--- src/sv/battery_endpoint_decider_assert.svh ---
// ---------------------------------------------------------------------------
// battery_endpoint_decider assertion macros
// concurrent checks on clock, disabled while reset is high
// ---------------------------------------------------------------------------
`ifndef BATTERY_ENDPOINT_DECIDER_ASSERT_SVH
`define BATTERY_ENDPOINT_DECIDER_ASSERT_SVH

// condition holds at every edge out of reset
`define BED_ASSERT_ALWAYS(label, cond, msg) \
   label: assert property (@(posedge clock) disable iff (reset) (cond)) \
      else $error(msg);

// same-cycle implication
`define BED_ASSERT_IMPL(label, ante, cons, msg) \
   label: assert property (@(posedge clock) disable iff (reset) (ante) |-> (cons)) \
      else $error(msg);

// next-cycle implication
`define BED_ASSERT_NEXT(label, ante, cons, msg) \
   label: assert property (@(posedge clock) disable iff (reset) (ante) |=> (cons)) \
      else $error(msg);

`endif

--- src/sv/bed_pkg.sv ---
// ---------------------------------------------------------------------------
// bed_pkg
// types and kind codes shared by the battery endpoint decider
// ---------------------------------------------------------------------------
`default_nettype none

package bed_pkg;

   localparam int KIND_W = 3;

   localparam logic [KIND_W-1:0] KIND_NONE      = 3'd0;
   localparam logic [KIND_W-1:0] KIND_NATURAL   = 3'd1;
   localparam logic [KIND_W-1:0] KIND_EMERGENCY = 3'd2;
   localparam logic [KIND_W-1:0] KIND_LOAD_SAG  = 3'd3;
   localparam logic [KIND_W-1:0] KIND_CAP_PEND  = 3'd4;

   typedef struct packed {
      logic charge_recovery;
      logic power_is_off;
      logic shutdown_is_armed;
      logic capacity_has_charge;
      logic capacity_exhausted;
      logic in_call;
      logic level_empty;
      logic level_low;
      logic modem_rail_collapse;
      logic sample_ok;
      logic floor_confirmed;
   } bed_req_type;

   typedef struct packed {
      logic [KIND_W-1:0] endpoint_kind;
      logic              do_shutdown;
      logic              mark_empty;
      logic              low_alert;
      logic              disagreement;
   } bed_rsp_type;

   typedef struct packed {
      logic              sag_latched;
      logic [KIND_W-1:0] armed_endpoint;
   } bed_state_type;

endpackage

`default_nettype wire

--- src/sv/battery_endpoint_decider.sv ---
// ---------------------------------------------------------------------------
// battery_endpoint_decider
// turns gauge, charger and call status flags into a battery endpoint decision
// ---------------------------------------------------------------------------
//   channel   direction  payload        handshake
//   req_      in         bed_req_type   req_valid / req_ready
//   rsp_      out        bed_rsp_type   rsp_valid / rsp_ready
//
// one item per cycle sustained while rsp_ready stays high; rsp_valid rises once an accepted item
// has passed the input register, then decision logic into the result register
// the sag latch and armed kind update when an item moves into the result register
// a stalled result holds; the input register takes an item when it is empty
// or when its item moves on into a result register that drains or is empty
// synchronous reset clears valids, sag latch and armed kind
// ---------------------------------------------------------------------------
`default_nettype none

`include "battery_endpoint_decider_assert.svh"

module battery_endpoint_decider
   import bed_pkg::*;
(
   input  wire logic        clock,
   input  wire logic        reset,
   input  wire logic        req_valid,
   output logic             req_ready,
   input  wire bed_req_type req_data,
   output logic             rsp_valid,
   input  wire logic        rsp_ready,
   output bed_rsp_type      rsp_data
);

   logic          in_vld_ff, in_vld_in;
   bed_req_type   in_item_ff;
   logic          out_vld_ff, out_vld_in;
   bed_rsp_type   out_data_ff;
   bed_state_type state_ff, state_in;
   bed_state_type dec_state;
   bed_rsp_type   dec_result;
   logic          advance;

   bed_decide u_decide (
      .item      (in_item_ff),
      .cur_state (state_ff),
      .result    (dec_result),
      .nxt_state (dec_state)
   );

   assign advance   = in_vld_ff & (~out_vld_ff | rsp_ready);
   assign req_ready = ~in_vld_ff | advance;

   always_comb begin
      in_vld_in  = in_vld_ff;
      out_vld_in = out_vld_ff;
      state_in   = state_ff;
      if (advance) begin
         in_vld_in  = 1'b0;
         out_vld_in = 1'b1;
         state_in   = dec_state;
      end else if (rsp_ready) begin
         out_vld_in = 1'b0;
      end
      if (req_valid & req_ready) begin
         in_vld_in = 1'b1;
      end
   end

   always_ff @(posedge clock) begin
      if (reset) begin
         in_vld_ff  <= 1'b0;
         out_vld_ff <= 1'b0;
         state_ff   <= '0;
      end else begin
         in_vld_ff  <= in_vld_in;
         out_vld_ff <= out_vld_in;
         state_ff   <= state_in;
      end
   end

   always_ff @(posedge clock) begin
      if (req_valid & req_ready) begin
         in_item_ff <= req_data;
      end
      if (advance) begin
         out_data_ff <= dec_result;
      end
   end

   assign rsp_valid = out_vld_ff;
   assign rsp_data  = out_data_ff;

   `BED_ASSERT_ALWAYS(a_armed_kind_range,
      state_ff.armed_endpoint == KIND_NONE || state_ff.armed_endpoint == KIND_NATURAL ||
      state_ff.armed_endpoint == KIND_EMERGENCY,
      "armed endpoint holds a kind that never arms")
   `BED_ASSERT_IMPL(a_shutdown_kind,
      rsp_valid && rsp_data.do_shutdown,
      rsp_data.endpoint_kind == KIND_NATURAL || rsp_data.endpoint_kind == KIND_EMERGENCY,
      "shutdown result with a kind that is not natural or emergency")
   `BED_ASSERT_IMPL(a_learn_natural,
      rsp_valid && rsp_data.mark_empty,
      rsp_data.do_shutdown && rsp_data.endpoint_kind == KIND_NATURAL,
      "mark-empty without a natural shutdown")
   `BED_ASSERT_NEXT(a_clear_state,
      advance && (in_item_ff.charge_recovery || in_item_ff.power_is_off),
      state_ff == '0 && rsp_data == '0,
      "clearing item left state or result nonzero")
   `BED_ASSERT_NEXT(a_state_hold,
      !advance,
      $stable(state_ff),
      "state changed with no item moving to the result register")

endmodule

`default_nettype wire

--- src/sv/bed_decide.sv ---
// ---------------------------------------------------------------------------
// bed_decide
// decision logic for one evidence item: endpoint kind, flags, next state
// ---------------------------------------------------------------------------
`default_nettype none

module bed_decide
   import bed_pkg::*;
(
   input  wire bed_req_type   item,
   input  wire bed_state_type cur_state,
   output bed_rsp_type        result,
   output bed_state_type      nxt_state
);

   logic trusted;
   logic live_sag;
   logic sag_upd;
   logic held_sag;
   logic any_sag;
   logic dis;
   logic gauge_end;
   logic cap_end;
   logic floor_end;
   logic coll_end;

   assign trusted  = item.capacity_has_charge & ~item.capacity_exhausted;
   assign live_sag = trusted & ((item.in_call & item.level_empty) | item.modem_rail_collapse);

   // latch sets on a live sag, clears on a clean healthy sample
   assign sag_upd = live_sag ? 1'b1 :
                    (item.sample_ok & ~item.level_empty & ~item.modem_rail_collapse) ? 1'b0 :
                    cur_state.sag_latched;

   assign held_sag = trusted & item.level_empty & (item.in_call | sag_upd);
   assign any_sag  = live_sag | held_sag;

   assign dis = item.capacity_exhausted & item.sample_ok & ~item.level_low &
                ~item.level_empty & ~item.floor_confirmed & ~item.modem_rail_collapse;

   assign gauge_end = item.sample_ok & item.level_empty & ~held_sag;
   assign cap_end   = item.capacity_exhausted & item.sample_ok & item.level_low &
                      ~item.level_empty & ~item.in_call;
   assign floor_end = item.floor_confirmed & (~item.in_call | ~trusted);
   assign coll_end  = item.modem_rail_collapse & ~trusted;

   always_comb begin
      result                = '0;
      nxt_state             = cur_state;
      nxt_state.sag_latched = sag_upd;
      if (item.charge_recovery | item.power_is_off) begin
         nxt_state = '0;
      end else if (item.shutdown_is_armed) begin
         nxt_state            = cur_state;
         result.endpoint_kind = (cur_state.armed_endpoint != KIND_NONE) ?
                                cur_state.armed_endpoint : KIND_EMERGENCY;
         result.do_shutdown   = 1'b1;
      end else if (gauge_end | cap_end | floor_end | coll_end) begin
         nxt_state.armed_endpoint = KIND_NATURAL;
         result.endpoint_kind     = KIND_NATURAL;
         result.do_shutdown       = 1'b1;
         result.mark_empty        = 1'b1;
         result.disagreement      = dis;
      end else if (item.floor_confirmed) begin
         nxt_state.armed_endpoint = KIND_EMERGENCY;
         result.endpoint_kind     = KIND_EMERGENCY;
         result.do_shutdown       = 1'b1;
         result.disagreement      = dis;
      end else if (any_sag) begin
         result.endpoint_kind = KIND_LOAD_SAG;
         result.low_alert     = 1'b1;
         result.disagreement  = dis;
      end else if (item.capacity_exhausted) begin
         result.endpoint_kind = KIND_CAP_PEND;
         result.low_alert     = 1'b1;
         result.disagreement  = dis;
      end else begin
         result.endpoint_kind = KIND_NONE;
         result.low_alert     = item.level_low;
         result.disagreement  = dis;
      end
   end

endmodule

`default_nettype wire

--- config.mk ---
export PLATFORM = sky130hd
export DESIGN_NAME = battery_endpoint_decider
export DESIGN_NICKNAME = d
export VERILOG_FILES = /design/src/sv/bed_pkg.sv /design/src/sv/battery_endpoint_decider.sv /design/src/sv/bed_decide.sv
export VERILOG_INCLUDE_DIRS = /design/src /design/src/sv
export SDC_FILE = /design/constraint.sdc
export NUM_CORES = 1
export LEC_CHECK = 0
export BUFFER_PORTS_ARGS = -buffer_cell sky130_fd_sc_hd__buf_2
export CORE_MARGIN = 10
export CORE_UTILIZATION = 30
export CTS_CLUSTER_DIAMETER = 40
export CTS_CLUSTER_SIZE = 28
export DETAILED_ROUTE_END_ITERATION = 10
export GPL_TIMING_DRIVEN = 0
export PLACE_DENSITY = 0.54
export SLEW_MARGIN = 20
export SYNTH_ARGS = -nofsm -noshare
export SYNTH_HDL_FRONTEND = slang
export SYNTH_SLANG_ARGS = --single-unit
--- constraint.sdc ---
create_clock -name clock -period 1.8 [get_ports clock]
set_input_delay 0.09 -clock clock [delete_from_list [all_inputs] [get_ports clock]]
set_output_delay 0.09 -clock clock [all_outputs]
set_load 0.01 [all_outputs]
== After elaboration in Yosys (flattened, before gate mapping) ==
Cells that the tools add are included.
W data, S select, Z words.
Operators by class
  eq/ne operators: 1
  muxes and demuxes: 23
  reduce and logical (&&, ||, !) cells: 8
  bitwise logic cells: 41
Operator list (count)
  $and A1 B1 Y1: 21
  $mux W3: 7
  $mux W4: 3
  $mux W1: 11
  $not A1 Y1: 10
  $or A1 B1 Y1: 10
  $reduce_bool A3 Y1: 2
  $mux W2: 2
  $reduce_bool A2 Y1: 2
  $reduce_or A4 Y1: 1
  $reduce_and A3 Y1: 1
  $ne A2 B1 Y1 const B: 1
  $reduce_and A2 Y1: 1
  $reduce_or A2 Y1: 1
Storage, ports and cells
  bits in registers: 24
  word-level logic and storage cells: 93
  input port bits: 15
  output and inout port bits: 9

== Depth between registers and ports, before layout ==
  depth after elaboration: 15
  mapped depth: 4
  depth with buffers taken out: 4

== Cells and area by module ==
A second synthesis with hierarchy kept.
Unflattened totals
  cell total of the unflattened synthesis: 88
  area, all modules: 1089.8 sq um
Modules (own cells, without submodules)
  battery_endpoint_decider: seq. area each 660.6 sq um, area an instance 813.3 sq um, cells each 46, instances 1
  bed_decide: seq. area each 0.0 sq um, area an instance 276.5 sq um, cells each 42, instances 1

== Worst setup path after synthesis ==
No wires, ideal clock.
  kind: register -> register
  start point: reg in_item_ff[1] (netlist name)
  end point: reg out_data_ff, in the netlist rsp_data[2], data pin
  buffers on the path: 0
  library setup time: 255 ps
  data required time: 1545 ps
  path slack: 446 ps
  cell stages (with the launch flop): 5
  arrival: 1099 ps
  clock period less this slack: 1354 ps
  path through: edfxtp_1 -> a211o_2 -> nand2_1 -> nand2_1 -> and3_1
Between the ends
  longest elaborated chain between the ends: 12
  elaborated cells on any way between the ends: 17
  classes of those cells: mux (3); bitwise (14)
Ends and longest elaborated chain
  from (decl): RTL line battery_endpoint_decider.sv:34  | bed_req_type in_item_ff;
  from (signal assigned): RTL line battery_endpoint_decider.sv:82  | in_item_ff <= req_data;
  $and A1 B1 Y1 (2 in a row): RTL line bed_decide.sv:32  | (item.sample_ok & ~item.level_empty & ~item.modem_rail_collapse) ? 1'b0 :
  $mux W1: RTL line bed_decide.sv:32
  $mux W1: RTL line bed_decide.sv:31  | assign sag_upd = live_sag ? 1'b1 :
  $or A1 B1 Y1: RTL line bed_decide.sv:35  | assign held_sag = trusted & item.level_empty & (item.in_call | sag_upd);
  $and A1 B1 Y1: RTL line bed_decide.sv:35
  $not A1 Y1: RTL line bed_decide.sv:41  | assign gauge_end = item.sample_ok & item.level_empty & ~held_sag;
  $and A1 B1 Y1: RTL line bed_decide.sv:41
  $or A1 B1 Y1 * (3 in a row): RTL line bed_decide.sv:58  | end else if (gauge_end | cap_end | floor_end | coll_end) begin
  $mux W1 *: RTL line bed_decide.sv:58
  to (signal assigned): RTL line battery_endpoint_decider.sv:85  | out_data_ff <= dec_result;
  to (decl): RTL line battery_endpoint_decider.sv:36  | bed_rsp_type out_data_ff;
Every way passes the cells marked *; elsewhere a longest branch is shown, timed or not.
A chain may end at the register's enable or synchronous reset.

== Worst setup path after layout ==
  start point: reg in_item_ff[4] (netlist name)
  end point: reg out_data_ff, in the netlist rsp_data[2], data pin
Between the ends
  longest elaborated chain between the ends: 13
  elaborated cells on any way between the ends: 20
  classes of those cells: mux (3); bitwise (17)
Ends and longest elaborated chain (RTL line)
  $not A1 Y1: bed_decide.sv:32, bed_decide.sv:43
  $and A1 B1 Y1 (2 in a row): bed_decide.sv:32
  $mux W1: bed_decide.sv:32
  $mux W1: bed_decide.sv:31
  $or A1 B1 Y1: bed_decide.sv:35
  $and A1 B1 Y1: bed_decide.sv:35
  $not A1 Y1: bed_decide.sv:41
  $and A1 B1 Y1: bed_decide.sv:41
  $or A1 B1 Y1 * (3 in a row): bed_decide.sv:58
  $mux W1 *: bed_decide.sv:58
Marked as above.

==> impl_metrics.yaml <==
drt:
  remaining_drc_errors: 0
  drt-total-wl_microns: 2054
  dr.pass1.iters: 4
  wl_per_cell_microns: 12.68
  drt_iter0_drc: 25
  routed_via_density: 4.599
  detail-route-antenna-nets: 0
  via_count: 745
setup_path:
  r2r_end: "rsp_data[2]$_SDFFCE_PP0P_"
  crit_required_ns: 1.88
  slowest_delay_ns: 0.48
  crit_end: "rsp_data[2]$_SDFFCE_PP0P_"
  critical-path-top-delay-family: "flip-flops"
  crit_start: "in_item_ff[4]$_DFFE_PP_"
  r2r_setup_slack_ns: 0.28
  worst-path-max-fanout: 6
  cp-end-kind: "flop"
  cp.depth: 4
  worst_path_max_delay_cell: "edfxtp_1"
  worstSetupPathType: "flop to flop"
  worst_r2r_startpoint: "in_item_ff[4]$_DFFE_PP_"
  cpMostUsedCell: "nand2_1"
  rr_worst_depth: 4
  cp_cell_sequence: "a211o_2, nand2_1, nand2_1, and3_1"
  crit_buf_inv: 0
  cp-start-kind: "flop"
  cp_data_arrival_time_ns: 1.59
clocking:
  h-tree-depth: 1
  cts_hold_buf: 14
  numCtsBuffers: 3
  tritoncts: "built"
  clk_pin_slew_worst_paths_ns: 0.13
  cts.repair.resized: 0
  cts.sinks: 23
  post_cts_buffers: 0
  root_buffer: "clkbuf_4"
  cts_buffer_depth: 2
  insertion_delay_ns: 0.32
timing:
  timing.slew.headroom_pct: 60.59
  tns_ns: 0
  max_freq_ghz: 0.6597
  finalCritPeriodShare_pct: 84.22
  setup_slack_ns: 0.2841
  skew_ns: 0.01219
  rsz0062_at_grt: "no"
  finalSetupViolations: 0
  final_hold_viol_count: 0
  worst_slew_pin_slew_ns: 0.5890
  slew_viol_final: 0
  period_needed_ns: 1.516
global_route:
  grt_max_degree: 15
  gr-usage-met2_pct: 12.35
  grt_use_total_pct: 7.256
  use_met1_pct: 7.656
  grt_remaining_overflow: 0
  top_usage_layer: "met2"
  use_met3_pct: 4.032
  grt_pass1_vias: 794
  grt_first_pass_wirelength_microns: 3588
  antenna_found_initial: 0
hold_path:
  min_delay_path_depth: 4
  hp-class: "primary input to flop"
  hold_path_startpoint: "rsp_ready"
layout:
  layout-drive-gt1-share_pct: 30.51
  antenna_cells: 0
  nNetsFinal: 134
  area_delta_synth_final_pct: 33.92
synth:
  yosysUniqueCellTypes: 32
  synthesis.area_sq_mm: 0.001003
  postSynthAreaPerCell_sq_um: 13.03
  ys_seq_area_share_pct: 63.84
  synth_warnings: 0
  synth_seq_cells: 23
  syn_nets: 92
  syn_inst: 77
floorplanning:
  core_sq_mm: 0.003128
  die_w_microns: 77.84
  io_pins: 24
  start_util_pct: 32.08
  chipHeight_microns: 77.84
  dieArea_sq_mm: 0.006058
  row_count: 20
placement:
  numPortBuffers: 23
  dp_hpwl_microns: 1524
  dp_slack_ns: 0.3207
  place_congestion: 0.7534
power:
  ir_drop_v: 0.0003860
  power_density_mw_per_mm2: 734.1
  leakage_nw: 0.5102
job:
  max_cap_violations: 0
status:
  status: "complete, no violations"
==> per-stage QoR <==
step	utilization (%)	power, W	instance area (sq um)	hold slack [ns]	std cells
floorplan	-	0.0006939	1003	0.1546	77
global placement	37.52	0.0007312	1174	0.2661	144
detailed placement	37.52	0.0007352	1174	0.2681	144
CTS	42.96	0.001002	1344	0.07654	162
global route	42.96	0.001054	1344	0.06998	162
finish	42.96	0.0009865	1344	0.08436	162
==> layout make-up <==
class | instances | area, sq um
Clock buffer | 3 | 22.52
Clock inverter | 1 | 7.507
Fill cell | 283 | 1784
Inverter | 4 | 15.01
Multi-Input combinational cell | 50 | 347.8
Sequential cell | 23 | 640.6
Tap cell | 44 | 55.05
Timing Repair Buffer | 37 | 255.2
==> layer usage <==
| layer | part of all wire (%) | vias to the layer above |
|---|---|---|
| met5 | 0 | - |
| met4 | 0.49 | 0 |
| met3 | 7.7 | 2 |
| met2 | 48 | 22 |
| met1 | 43 | 347 |
| li1 | - | 374 |
==> cell usage in the layout, fill, tap and decap left out, drive strengths merged <==
cell,instances
nand4b,1
o211ai,1
nor4b,2
o311ai,1
dlygate4sd3,14
dfxtp,5
a21boi,1
and2b,1
nor2b,1
o32ai,1
nand4bb,1
a221oi,1
a31oi,1
a21oi,8
and2,2
o21ba,1
and3,2
nand3,1
nor3,1
nand2b,2
a31o,1
a211oi,1
clkbuf,3
nand2,5
nor2,8
inv,4
a211o,2
edfxtp,18
nand3b,1
clkinvlp,1
buf,23
o21ai,3
==> state kept, by name, indices dropped and copies added, names as in the netlist <==
| name | flops |
|---|---|
| rsp_data | 7 |
| rsp_valid | 1 |
| in_vld_ff | 1 |
| state_ff | 3 |
| in_item_ff | 11 |
==> synth_stat cells <==
cell type / number / area, sq um
a221oi_2: 1 / 15.01
dfxtp_1: 5 / 100.1
nand4bb_1: 1 / 11.26
a211o_1: 1 / 8.760
a31oi_1: 1 / 6.260
a31o_2: 1 / 8.760
nand3b_1: 1 / 7.510
o32ai_1: 1 / 8.760
edfxtp_1: 18 / 540.5
a21boi_0: 1 / 7.510
nor3_1: 1 / 5.000
o21ba_1: 1 / 10.01
nand2b_1: 2 / 12.51
o21ai_0: 3 / 15.01
a21oi_1: 8 / 40.04
nand4b_1: 1 / 8.760
and2_1: 1 / 6.260
nor2_4: 1 / 11.26
a211o_2: 1 / 10.01
and2_4: 1 / 8.760
and3_1: 2 / 12.51
and2b_2: 1 / 8.760
o311ai_0: 1 / 8.760
o211ai_1: 1 / 7.510
inv_1: 4 / 15.01
nor2b_4: 1 / 13.76
a211oi_2: 1 / 12.51
nor4b_4: 1 / 23.77
nand2_1: 5 / 18.77
nand3_1: 1 / 5.000
nor4b_1: 1 / 8.760
nor2_1: 7 / 26.28
==> worst register-to-register path, delay by kind of cell, from the launching register on <==
family           cells  cell delay, ns
flip-flops           1            0.48
AND/OR/NAND/NOR      3            0.48
AO/OA/AOI/OAI        1            0.32
==> cells by family after synthesis <==
kind of cell / share of synthesized area, %
compound gates: 15.84
buf+inv: 1.496
flops: 63.84
simple gates: 18.83
==> worst min path at each step <==
| stage | endpoint |
|---|---|
| 2_1_floorplan | state_ff[0]$_SDFFE_PP0P_ |
| 3_3_place_gp | in_item_ff[7]$_DFFE_PP_ |
| 3_5_place_dp | in_item_ff[10]$_DFFE_PP_ |
| 4_1_cts | rsp_valid$_SDFFE_PP0P_ |
| 5_1_grt | rsp_valid$_SDFFE_PP0P_ |
| 6_report | rsp_valid$_SDFFE_PP0P_ |
==> report_power, final <==
| group | switching, W | internal, W | leakage (nW) |
|---|---|---|---|
| logic | 0.0000591 | 0.0000657 | 0.277 |
| clock network | 0.000156 | 0.0000848 | 0.0139 |
| registers | 0.0000196 | 0.000601 | 0.219 |
Note: power is estimated with default switching activity, not from simulation.
